[src/rtl/psdl_pkg.sv]
package psdl_pkg;

	// Configuration register indexes
	localparam logic CFG_STANDARD   = 1'b0;
	localparam logic CFG_LINE_WIDTH = 1'b1;

	// Decoding standards
	localparam logic STD_PAL   = 1'b0;
	localparam logic STD_SECAM = 1'b1;

	// Field widths
	localparam int LUMA_W   = 11;
	localparam int CHROMA_W = 12;
	localparam int LW_W     = 9;
	localparam int ACC_W    = 26;
	localparam logic [LW_W-1:0] LINE_WIDTH_RST = 9'd160;

	// Matrix coefficients, 1.0 = 1024
	localparam logic signed [12:0] K_PAL_RV   = 13'sd1167;
	localparam logic signed [12:0] K_PAL_GU   = 13'sd404;
	localparam logic signed [12:0] K_PAL_GV   = 13'sd595;
	localparam logic signed [12:0] K_PAL_BU   = 13'sd2081;
	localparam logic signed [12:0] K_SECAM_RR = 13'sd539;
	localparam logic signed [12:0] K_SECAM_GB = 13'sd132;
	localparam logic signed [12:0] K_SECAM_GR = 13'sd274;
	localparam logic signed [12:0] K_SECAM_BB = 13'sd681;

	typedef logic signed [ACC_W-1:0] acc_t;

	// One pixel after the input register
	typedef struct packed {
		logic [LUMA_W-1:0]          luma;
		logic signed [CHROMA_W-1:0] chroma_first;
		logic signed [CHROMA_W-1:0] chroma_second;
		logic                       phase_inverted;
		logic                       odd_line;
		logic                       first_line;
	} pix_t;

	// Per channel accumulators, scale 2^21
	typedef struct packed {
		acc_t red;
		acc_t green;
		acc_t blue;
	} rgb_acc_t;

endpackage

[src/rtl/psdl_rgb_out.sv]
module psdl_rgb_out
	import psdl_pkg::*;
(
	input  logic     clk,
	input  logic     en,
	input  rgb_acc_t acc_s2,
	output logic [7:0] red,
	output logic [7:0] green,
	output logic [7:0] blue
);

	localparam int MW = ACC_W + 8;

	// Scale by 255, drop 21 fraction bits, clamp to 0 .. 255
	function automatic logic [7:0] to_byte(input acc_t acc);
		logic signed [MW-1:0] m;
		m = (MW'(acc) <<< 8) - MW'(acc);
		if (acc < 0) begin
			to_byte = 8'd0;
		end else if (|m[MW-1:29]) begin
			to_byte = 8'd255;
		end else begin
			to_byte = m[28:21];
		end
	endfunction

	always_ff @(posedge clk) begin
		if (en) begin
			red   <= to_byte(acc_s2.red);
			green <= to_byte(acc_s2.green);
			blue  <= to_byte(acc_s2.blue);
		end
	end

endmodule

[config.mk]
export PLATFORM = sky130hd
export DESIGN_NAME = psdl_rgb_out
export DESIGN_NICKNAME = d
export VERILOG_FILES = /design/src/rtl/psdl_pkg.sv /design/src/rtl/psdl_rgb_out.sv
export SDC_FILE = /design/constraint.sdc
export NUM_CORES = 1
export LEC_CHECK = 0
export BUFFER_PORTS_ARGS = -buffer_cell sky130_fd_sc_hd__buf_4
export CAP_MARGIN = 20
export CORE_ASPECT_RATIO = 1.2
export CORE_MARGIN = 1
export CORE_UTILIZATION = 30
export CTS_BUF_LIST = sky130_fd_sc_hd__clkbuf_4
export DETAILED_ROUTE_END_ITERATION = 12
export SKIP_LAST_GASP = 1
export SLEW_MARGIN = 15
export SYNTH_ARGS = -nofsm -noshare
export SYNTH_HDL_FRONTEND = slang
export SYNTH_SLANG_ARGS = --single-unit
[constraint.sdc]
create_clock -name clk -period 4.3 [get_ports clk]
set_clock_uncertainty 0.2 [all_clocks]
set_input_delay 1.075 -clock clk [delete_from_list [all_inputs] [get_ports clk]]
set_output_delay 1.075 -clock clk [all_outputs]
set_load 0.01 [all_outputs]
Word level (Yosys, flattened, before mapping)
Index checks and enable logic that the tools add are counted.

Register bits: 24. Latch bits: 0. Memory bits (writable): 0. Memory bits (read-only): 0. Input port bits: 80. Output and inout port bits: 24. Logic and storage cells: 15. Memories: 0.

$add $sub $neg: 3. Multiply operators: 0. Div/mod/pow operators: 0. Magnitude comparators: 3. Eq/ne operators: 0. Shift-type cells: 0. Muxes and demuxes: 3. Bitwise logic cells: 0. Reduce and logical (&&, ||, !) cells: 3.

Operators with widths (number): $sub 34x26->34 (3); $lt 26x1->1 const B (3); $mux 8 (3); $reduce_or 5->1 (3).

Logic depth before layout (Yosys ltp)
Depth in word-level cells: 3. Depth in mapped cells: 12. Depth with buffers taken out: 10.

Worst setup path before layout
Ideal clock, no wire load.

Kind: input to register. From: input port acc_s2[77] (netlist bit). To: register red[2], data pin. Library setup time: 0.278 ns. Arrival time: 3.473 ns. Required time: 3.822 ns. Path slack: 0.349 ns. Stages: 11. Path buffers: 1. Cells stage by stage: clkbuf_1 > inv_1 > ha_1 > a21o_1 > a21oi_1 > o21ai_0 > a31o_2 > a21oi_1 > mux2i_2 > nor4_4 > a31oi_1.

Longest elaborated chain between the ends: 3. Elaborated cells on any way between the ends: 4. Classes of those cells: add/sub: 1; order compare: 1; mux: 1; reduce/logical: 1.

Ends and longest elaborated chain: start: declaration (line psdl_rgb_out.sv:6) `input rgb_acc_t acc_s2,`; $sub 34x26->34 (line psdl_rgb_out.sv:17) `m = (MW'(acc) <<< 8) - MW'(acc);`; $reduce_or 5->1 (line psdl_rgb_out.sv:20) `end else if (|m[MW-1:29]) begin`; $mux 8 (line psdl_rgb_out.sv:20); end signal: assignment (line psdl_rgb_out.sv:29) `red <= to_byte(acc_s2.red);`; end: declaration (line psdl_rgb_out.sv:7) `output logic [7:0] red,`.

Several ways; a longest one is shown, not always the timed one. A chain may end at the register's enable or synchronous reset.

Worst setup path after layout
From: input port acc_s2[60] (netlist bit). To: register red[6], data pin.

The elaborated chain is that of the path after synthesis.

==> results.toml <==
[timing]
slew_headroom = 0.6040
hold_violations = 0
fin_crit_ns = 3.738
rsz0062_at_grt = "false"
holdWs_ns = 0.8777
fmax_mhz = 267.5
fin_crit_sh = 0.8694
tightest_slew_ns = 0.5897
final_max_slew_viol_count = 0
worst_slack_ns = 0.5615
fin_tns_setup_ns = 0
finalSetupViolCount = 0

[yosys]
yosysSeqAreaShare = 0.1596
syn-num-nets = 736
synth_area_mm2 = 0.004517
synthCells = 581
synth_top_flop_cell = "edfxtp_1"
synth_area_leaders = "ha_1 21%, edfxtp_1 16%, a21oi_1 7.2%"
synth.most_common_cell = "ha_1"
synth.top_cells.by_count = "75 x ha_1, 69 x inv_1, 65 x a21oi_1, 40 x o21ai_0, 34 x nor2_1"
yosysWarnings = 0
avgSynthCellArea_um2 = 7.774
synth-edff-count = 24
synthArstFlopShare = 0
synth_cell_types = 66
synth_top_area_share = 0.2078
yosys.area.top_type = "ha_1"
yosys_register_bits = 24

[clock_tree]
path_clk_slew_ns = 0.14
cts_sinks = 24
hold_buffers = 0
cts_setup_buffers = 0
numCtsBuffers = 3
clock_path_buffers = 2
h-tree-depth = 1
root_buffer = "clkbuf_4"
tritoncts = "yes"
cts_resized = 0

[placed_design]
dp_slack_ns = 0.1988
dp_hpwl_um = 11460
gp_congestion = 0.9950
dpl.cell_count = 876
port_buffers = 103

[setup_path]
cp-start-kind = "input port"
crit_slowest_cell = "or3b_2"
crit_chain = "buf_4 -> inv_1 -> ha_1 -> or3b_2 -> o41ai_4 -> o2111ai_2 -> a41oi_4 -> a21oi_1 -> mux2i_2 -> nor4_4 -> buf_4 -> a31oi_1"
critPathArrivalTime_ns = 3.63
path_delay_family = "compound AO/OA/AOI/OAI gates"
cp.depth = 12
path_common_cell = "buf_4"
cp_slowest_stage_delay_ns = 0.49
end_kind = "register"
cp.required_ns = 4.19
path_max_fanout = 8
cp.buffers_inverters = 3
worstSetupPathType = "in -> reg"

[route]
antenna_left = 0
wl_per_cell_um = 15.17
avgViaCountPerCell = 5.467
initialDrtViolationCount = 191
drc_errors = 0
firstDrtPassIters = 4
vias = 4811
finalWirelength_um = 13350

[global_routing]
grt.overflow.total = 0
grt_start_max_net_pins = 25
grt_usage = 0.1672
grt_first_pass_wirelength_um = 21560
antenna_found_initial = 0
grt_pass1_vias = 4671

[floorplanning]
die_w_um = 114.0
die-area_mm2 = 0.01555
num_rows = 48
initial_utilization = 0.3108
die_y_um = 136.4
coreArea_mm2 = 0.01453
ios = 104

[outcome]
status = "completed"

[final_layout]
multi_input_area_mm2 = 0.003488
syn_to_final_growth_pct = 23.57
utilization = 0.3840
seqCellArea_um2 = 720.7
finalNonFillerCells = 880
drive_gt1_frac = 0.1971
num-fill-cells = 1525
nets = 836
n_antenna_cell = 0

[power]
p_leak_uw = 0.002585
p_per_area_mw_per_mm2 = 197.7
ir_worst_vdd_uv = 111.9

[worst_hold_path]
hp-class = "in -> reg"
hold_path_depth = 2

[run]
cap_violations = 0
==> flip-flops by register name, summed over array words and instances (netlist names) <==
register / count
blue: 8
green: 8
red: 8
==> power breakdown <==
| group | switching, uW | leakage (uW) | internal (uW) |
|---|---|---|---|
| clock network | 70.5 | 0.0000279 | 94.3 |
| logic | 362 | 0.00232 | 290 |
| registers | 6.61 | 0.000235 | 280 |
| total | 439 | 0.00259 | 665 |
==> metal layers <==
layer | vias up | routed length [um] | global-route usage
met5 | - | 0 | 0
met4 | 0 | 140 | 0.03391
met3 | 13 | 650 | 0.007579
met2 | 138 | 6866 | 0.3232
met1 | 2257 | 5689 | 0.2024
li1 | 2403 | - | -
==> final cells by class <==
cell class / instances / area share
tap: 200 / 0.04483
sequential: 24 / 0.1291
timing repair buffer: 108 / 0.1453
clock buffer: 3 / 0.004035
multi-input combinational: 475 / 0.6250
clock inverter: 1 / 0.005380
inverter: 69 / 0.04640
==> kinds of logic after synthesis <==
logic type,Yosys count,synth area share
XOR/XNOR,27,0.05236
multiplexers,5,0.01274
buffers and inverters,82,0.06815
flip-flops,24,0.1596
adder cells (fa/ha/maj),75,0.2078
AND/OR/NAND/NOR,148,0.1751
AO/OA/AOI/OAI,220,0.3244
==> per-stage QoR <==
| stage | power [uW] | instance area (um2) |
|---|---|---|
| 2_1_floorplan | 723.9 | 4517 |
| 3_3_place_gp | 922.5 | 5529 |
| 3_5_place_dp | 936.8 | 5529 |
| 4_1_cts | 1107 | 5582 |
| 5_1_grt | 1191 | 5582 |
| 6_report | 1104 | 5582 |
==> placed cells by master (no fill, tap or decap), types with 16 or more instances in the layout <==
cell type  synthesis  layout
a31oi_1           25      25
xnor2_1           18      18
nand4_1           20      20
nand3_1           16      16
a21o_1            19      19
o21ai_0           40      40
inv_1             69      69
buf_4              0     108
nand2_1           28      28
nor2_1            34      34
ha_1              75      75
a21oi_1           65      65
edfxtp_1          24      24
==> final timing paths <==
path | from | endpoint
worst max-delay path | acc_s2[60] | red[6]$_SDFFCE_PP0P_
worst min-delay path | acc_s2[51] | green[0]$_SDFFCE_PP0P_
Power figures use the tool's default switching activity.
