**src/rtl/psdl_pkg.sv**
```systemverilog
package psdl_pkg;

	// Configuration register indexes
	localparam logic CFG_STANDARD   = 1'b0;
	localparam logic CFG_LINE_WIDTH = 1'b1;

	// Decoding standards
	localparam logic STD_PAL   = 1'b0;
	localparam logic STD_SECAM = 1'b1;

	// Field widths
	localparam int LUMA_W   = 11;
	localparam int CHROMA_W = 12;
	localparam int LW_W     = 9;
	localparam int ACC_W    = 26;
	localparam logic [LW_W-1:0] LINE_WIDTH_RST = 9'd160;

	// Matrix coefficients, 1.0 = 1024
	localparam logic signed [12:0] K_PAL_RV   = 13'sd1167;
	localparam logic signed [12:0] K_PAL_GU   = 13'sd404;
	localparam logic signed [12:0] K_PAL_GV   = 13'sd595;
	localparam logic signed [12:0] K_PAL_BU   = 13'sd2081;
	localparam logic signed [12:0] K_SECAM_RR = 13'sd539;
	localparam logic signed [12:0] K_SECAM_GB = 13'sd132;
	localparam logic signed [12:0] K_SECAM_GR = 13'sd274;
	localparam logic signed [12:0] K_SECAM_BB = 13'sd681;

	typedef logic signed [ACC_W-1:0] acc_t;

	// One pixel after the input register
	typedef struct packed {
		logic [LUMA_W-1:0]          luma;
		logic signed [CHROMA_W-1:0] chroma_first;
		logic signed [CHROMA_W-1:0] chroma_second;
		logic                       phase_inverted;
		logic                       odd_line;
		logic                       first_line;
	} pix_t;

	// Per channel accumulators, scale 2^21
	typedef struct packed {
		acc_t red;
		acc_t green;
		acc_t blue;
	} rgb_acc_t;

endpackage

```
**src/rtl/psdl_matrix.sv**
```systemverilog
module psdl_matrix
	import psdl_pkg::*;
(
	input  logic                  clk,
	input  logic                  en,
	input  logic                  standard,
	input  pix_t                  pix,
	input  logic [2*CHROMA_W-1:0] prev_chroma,
	output rgb_acc_t              acc_s2
);

	logic signed [CHROMA_W-1:0] p1;
	logic signed [CHROMA_W-1:0] p2;
	logic signed [CHROMA_W:0]   su;
	logic signed [CHROMA_W:0]   sv;
	logic signed [CHROMA_W:0]   db;
	logic signed [CHROMA_W:0]   dr;
	acc_t                       yy;
	rgb_acc_t                   acc;

	// Stored chroma counts as zero on the first line of a frame
	always_comb begin
		p1 = pix.first_line ? '0 : $signed(prev_chroma[CHROMA_W-1:0]);
		p2 = pix.first_line ? '0 : $signed(prev_chroma[2*CHROMA_W-1:CHROMA_W]);
	end

	// Doubled chroma: PAL sums or V difference if phase inverted, SECAM picks times two
	always_comb begin
		su = (CHROMA_W+1)'(pix.chroma_first) + (CHROMA_W+1)'(p1);
		if (pix.phase_inverted) begin
			sv = (CHROMA_W+1)'(pix.chroma_second) - (CHROMA_W+1)'(p2);
		end else begin
			sv = (CHROMA_W+1)'(pix.chroma_second) + (CHROMA_W+1)'(p2);
		end
		db = pix.odd_line ? {p1, 1'b0} : {pix.chroma_first, 1'b0};
		dr = pix.odd_line ? {pix.chroma_second, 1'b0} : {p2, 1'b0};
	end

	// Color matrix, scale 2^21
	always_comb begin
		yy = $signed(ACC_W'({pix.luma, 11'b0}));
		if (standard == STD_PAL) begin
			acc.red   = yy + acc_t'(sv) * acc_t'(K_PAL_RV);
			acc.green = yy - acc_t'(su) * acc_t'(K_PAL_GU) - acc_t'(sv) * acc_t'(K_PAL_GV);
			acc.blue  = yy + acc_t'(su) * acc_t'(K_PAL_BU);
		end else begin
			acc.red   = yy - acc_t'(dr) * acc_t'(K_SECAM_RR);
			acc.green = yy - acc_t'(db) * acc_t'(K_SECAM_GB) + acc_t'(dr) * acc_t'(K_SECAM_GR);
			acc.blue  = yy + acc_t'(db) * acc_t'(K_SECAM_BB);
		end
	end

	always_ff @(posedge clk) begin
		if (en) begin
			acc_s2 <= acc;
		end
	end

endmodule

```
**config.mk**
```make
export PLATFORM = sky130hd
export DESIGN_NAME = psdl_matrix
export DESIGN_NICKNAME = d
export VERILOG_FILES = /design/src/rtl/psdl_pkg.sv /design/src/rtl/psdl_matrix.sv
export SDC_FILE = /design/constraint.sdc
export NUM_CORES = 1
export LEC_CHECK = 0
export ABC_AREA = 1
export BUFFER_PORTS_ARGS = -buffer_cell sky130_fd_sc_hd__buf_2
export CORE_ASPECT_RATIO = 0.75
export CORE_UTILIZATION = 45
export CTS_CLUSTER_SIZE = 40
export DETAILED_ROUTE_END_ITERATION = 8
export HOLD_SLACK_MARGIN = 0.06
export PLACE_DENSITY = 0.58
export SKIP_LAST_GASP = 1
export SYNTH_ARGS = -nofsm -noshare
export SYNTH_HDL_FRONTEND = slang
export SYNTH_SLANG_ARGS = --single-unit
```
**constraint.sdc**
```tcl
create_clock -name clk -period 13 [get_ports clk]
set_input_delay 2.6 -clock clk [delete_from_list [all_inputs] [get_ports clk]]
set_output_delay 2.6 -clock clk [all_outputs]
set_load 0.05 [all_outputs]
```
Word-level counts from Yosys, hierarchy flattened
Cells that the tools add are included.
Operators by class
  add/subtract/negate cells: 11
  multipliers: 8
  div/mod/pow operators: 0
  $lt $le $gt $ge: 0
  eq/ne operators: 0
  shifts and indexed selects: 0
  mux-type cells: 6
  bitwise logic cells: 0
  reductions and logical operators: 0
Operators with widths (number)
  two-way mux 78 bit: 1
  multiplier 13 x 11 -> 24 bit, second input constant: 3
  two-way mux 13 bit: 3
  adder 12 x 12 -> 13 bit: 2
  adder 23 x 25 -> 26 bit: 1
  adder 23 x 26 -> 26 bit: 1
  multiplier 13 x 13 -> 26 bit, second input constant: 1
  adder 23 x 24 -> 25 bit: 1
  adder 24 x 23 -> 25 bit: 1
  multiplier 13 x 12 -> 25 bit, second input constant: 1
  subtractor 23 x 24 -> 25 bit: 1
  subtractor 24 x 24 -> 25 bit: 1
  two-way mux 12 bit: 2
  subtractor 23 x 22 -> 24 bit: 1
  subtractor 23 x 23 -> 24 bit: 1
  multiplier 13 x 9 -> 22 bit, second input constant: 1
  multiplier 13 x 8 -> 21 bit, second input constant: 1
  multiplier 13 x 7 -> 20 bit, second input constant: 1
  subtractor 12 x 12 -> 13 bit: 1
Storage, ports and cells
  register bits after elaboration: 78
  latch bits: 0
  RAM bits: 0
  bits in read-only memories: 0
  output and inout bits: 78
  memories kept: 0

Logic depth before layout (Yosys ltp)
  depth after elaboration: 6
  gate-level depth with buffers: 46
  mapped depth without buffers: 46

Least setup slack after synthesis
Ideal clock, no wire load.
  path type: input to register
  start: in pix[0] in the netlist's numbering
  end: reg acc_s2[49] in the netlist's numbering (data pin)
  arrival: 10.753 ns
  required time: 12.737 ns
  setup slack: 1.984 ns
  stages on the path: 45
  path through: buf_2 -> nor2_1 -> ha_1 -> fa_1 -> nand3_1 -> a21boi_2 -> a21oi_1 -> inv_1 -> or2_2 -> nand2_1 -> inv_1 -> ha_1 -> ha_1 -> xnor2_1 -> fa_1 -> inv_1 -> ha_1 -> ha_1 -> [... 9 more ...] -> inv_1 -> fa_1 -> inv_1 -> fa_1 -> fa_1 -> inv_1 -> ha_1 -> nand4_1 -> nor2_1 -> nand4_1 -> nand3_1 -> nand3_1 -> nand2_1 -> nand2_1 -> nand2_1 -> a21oi_1 -> o21ai_0 -> o21ai_0
RTL lines
  start, declared: line psdl_matrix.sv:7  | input pix_t pix,
  end signal, assigned: line psdl_matrix.sv:55  | acc_s2 <= acc;
  end, declared: line psdl_matrix.sv:9  | output rgb_acc_t acc_s2

==> flow_metrics.py <==
metrics = {
    "grt": {
        "grt_pass1_wl_microns": 120800,
        "grtUsageTotal_pct": 28.47,
        "gr-total-overflow": 0,
        "grt_max_degree": 69,
        "first_global_vias": 21260,
        "antenna_found_initial": 2,
    },
    "timing": {
        "setup_violations": 0,
        "max_freq_mhz": 85.57,
        "finalCriticalPeriod_ps": 11690,
        "setup_tns_ps": 0,
        "slew_headroom_pct": 30.88,
        "rsz0062_at_grt": "false",
        "worst_slew_pin_slew_ps": 1034,
        "slew_violations": 0,
        "fin_crit_sh_pct": 89.90,
        "final-hold-violation-count": 0,
    },
    "clock_network": {
        "clockBufferDepth": 2,
        "cts_tree": "built",
        "cts-hold-fix-buffers": 0,
        "post-cts-setup-buffers": 0,
        "cts_root_buf": "clkbuf_16",
        "cts_resized": 0,
        "clk_pin_slew_ps": 80,
        "h-tree-depth": 3,
        "cts.sinks": 76,
        "cts_buffers": 9,
    },
    "final_layout": {
        "nFillCells": 5515,
        "largest_reg_flops": 76,
        "syn2layout_area_growth_pct": 8.265,
        "reg.largest.list": "acc_s2 x76",
        "diodes": 0,
        "finalNetCount": 4178,
        "multi_input_area_sq_mm": 0.01985,
        "drive_gt1_share_pct": 7.304,
        "regMostFlops": "acc_s2",
        "seq_area_sq_mm": 0.002282,
    },
    "logic_synthesis": {
        "synth_cell_types": 54,
        "synth_edf_count": 76,
        "synth_nets": 4016,
        "ys.flop_type": "edfxtp_1",
        "ys_warn_count": 0,
        "ys_ff_latch": 76,
        "synth_top_area_share_pct": 29.12,
        "synth_commonest_cells": "inv_1, ha_1, nand2_1",
        "synth.largest_area_cell": "ha_1",
        "syn_avg_cell_area_sq_um": 7.989,
        "yosysSeqAreaShare_pct": 9.158,
        "yosysMostFrequentCell": "inv_1",
        "syn-cell-area_sq_mm": 0.02492,
        "async_flop_share_pct": 0,
        "synthTopCellsByArea": "ha_1, fa_1, inv_1, edfxtp_1, nand2_1",
        "synthCells": 3119,
    },
    "route": {
        "ant_nets": 0,
        "via_per_inst": 5.277,
        "num_vias": 21150,
        "dr.pass1.iters": 5,
        "first_iter_violations": 1303,
        "drcViolationCount": 0,
        "routed_wl_microns": 78400,
        "post_drt_wl_per_cell_microns": 19.56,
    },
    "worst_setup_path": {
        "path_max_fanout": 13,
        "worst_path_max_delay_cell": "fa_1",
        "critPathCapture": "acc_s2[50]",
        "slowest_delay_ps": 540,
        "cp.required_ps": 13150,
        "crit_path_frequent_cell": "fa_1",
        "crit_path_end_kind": "flop",
        "startpoint": "pix[0]",
        "critPathArrivalTime_ps": 11830,
        "start_kind": "input pin",
        "timing_worst_setup_path_type": "input pin to flop",
    },
    "floorplan": {
        "rows": 74,
        "initial_core_util_pct": 45.69,
        "boundaryPins": 143,
        "design.die.area_sq_mm": 0.05633,
        "die_h_microns": 205.8,
        "core_area_sq_mm": 0.05453,
        "die_w_microns": 273.7,
    },
    "hold_path": {
        "whs_path_depth": 1,
        "worstHoldStart": "en",
        "hp-class": "input pin to flop",
    },
    "outcome": {
        "status": "complete, no violations",
    },
    "placed_design": {
        "dpl.hpwl_microns": 67100,
        "io_buffers": 142,
        "place_congestion": 0.9577,
    },
    "flow_run": {
        "cap_violations": 0,
    },
}
## metrics by stage
stage | cell area [sq um] | util, % | hold slack (ps) | instances | setup WS (ps)
6_report | 26980 | 49.47 | 2680 | 4008 | 1313
5_1_grt | 26980 | 49.47 | 2676 | 4008 | 552.2
2_1_floorplan | 24920 | - | 2713 | 3119 | 1984
4_1_cts | 26980 | 49.47 | 2678 | 4008 | 1375
3_3_place_gp | 26700 | 48.95 | 3098 | 3992 | 1096
3_5_place_dp | 26700 | 48.95 | 3103 | 3992 | 996.0
## cell type report
cell class,instances,area share (%)
multi-input combinational,2304,73.58
inverter,711,9.892
sequential,76,8.459
timing repair buffer,179,3.673
tap,722,3.348
clock buffer,9,0.8348
clock inverter,7,0.2087
## worst max-delay path: cells and delay by family
| kind | cells | cell delay [ps] |
|---|---|---|
| fa+ha+maj | 11 | 4690 |
| xor+xnor | 2 | 610 |
| buf+inv | 6 | 640 |
| simple gates | 12 | 1450 |
| compound gates | 8 | 1830 |
## layout by cell type, fill, tap and decap left out, types with 3 or more instances in the layout
master	Yosys	layout
nor4_1	6	6
nand4_1	19	19
xor2_1	96	94
a31o_2	4	4
clkbuf_16	0	9
o21ai_0	206	198
o31ai_1	5	5
nor3_1	17	17
inv_1	707	706
edfxtp_1	76	76
or2_2	10	10
o21ai_2	2	3
a21o_1	17	17
nand3_1	97	97
a21boi_0	7	7
xnor2_1	47	47
a31oi_1	21	21
o21bai_1	17	17
o22ai_1	5	5
o211a_1	3	3
o211ai_1	5	5
nor2_1	145	145
nand2_1	464	464
o21ai_1	4	11
a21oi_1	231	231
buf_4	5	38
nand3_2	5	5
nand2_2	11	11
inv_2	3	4
fa_1	252	252
and2_1	5	5
ha_1	580	580
inv_6	0	4
buf_2	3	141
## cell families (layout without fill, tap and decap cells)
| logic type | count (synthesis) | count (layout) | synth area share [%] |
|---|---|---|---|
| adders and majority gates | 832 | 832 | 49.37 |
| muxes | 2 | 2 | 0.08536 |
| DFF | 76 | 76 | 9.158 |
| xor gates and xnor gates | 144 | 144 | 5.137 |
| buffers and inverters | 739 | 906 | 11.25 |
| and+or+nand+nor | 785 | 785 | 13.15 |
| AOI/OAI and AO/OA | 541 | 541 | 11.85 |
## how the worst min path moves through the flow
stage,end
floorplan,acc_s2[0]
global placement,acc_s2[23]
detailed placement,acc_s2[20]
CTS,acc_s2[16]
global route,acc_s2[16]
finish,acc_s2[16]
## routing by layer
metal	global-route usage [%]	part of all wire, %
met1	39.88	48
met2	46.92	45
met3	2.801	4.5
met4	6.943	2.5
met5	0	0
Power is left out: the tool's default activity adds up to more than one toggle a clock period on the data nets, which glitch-free logic cannot reach.
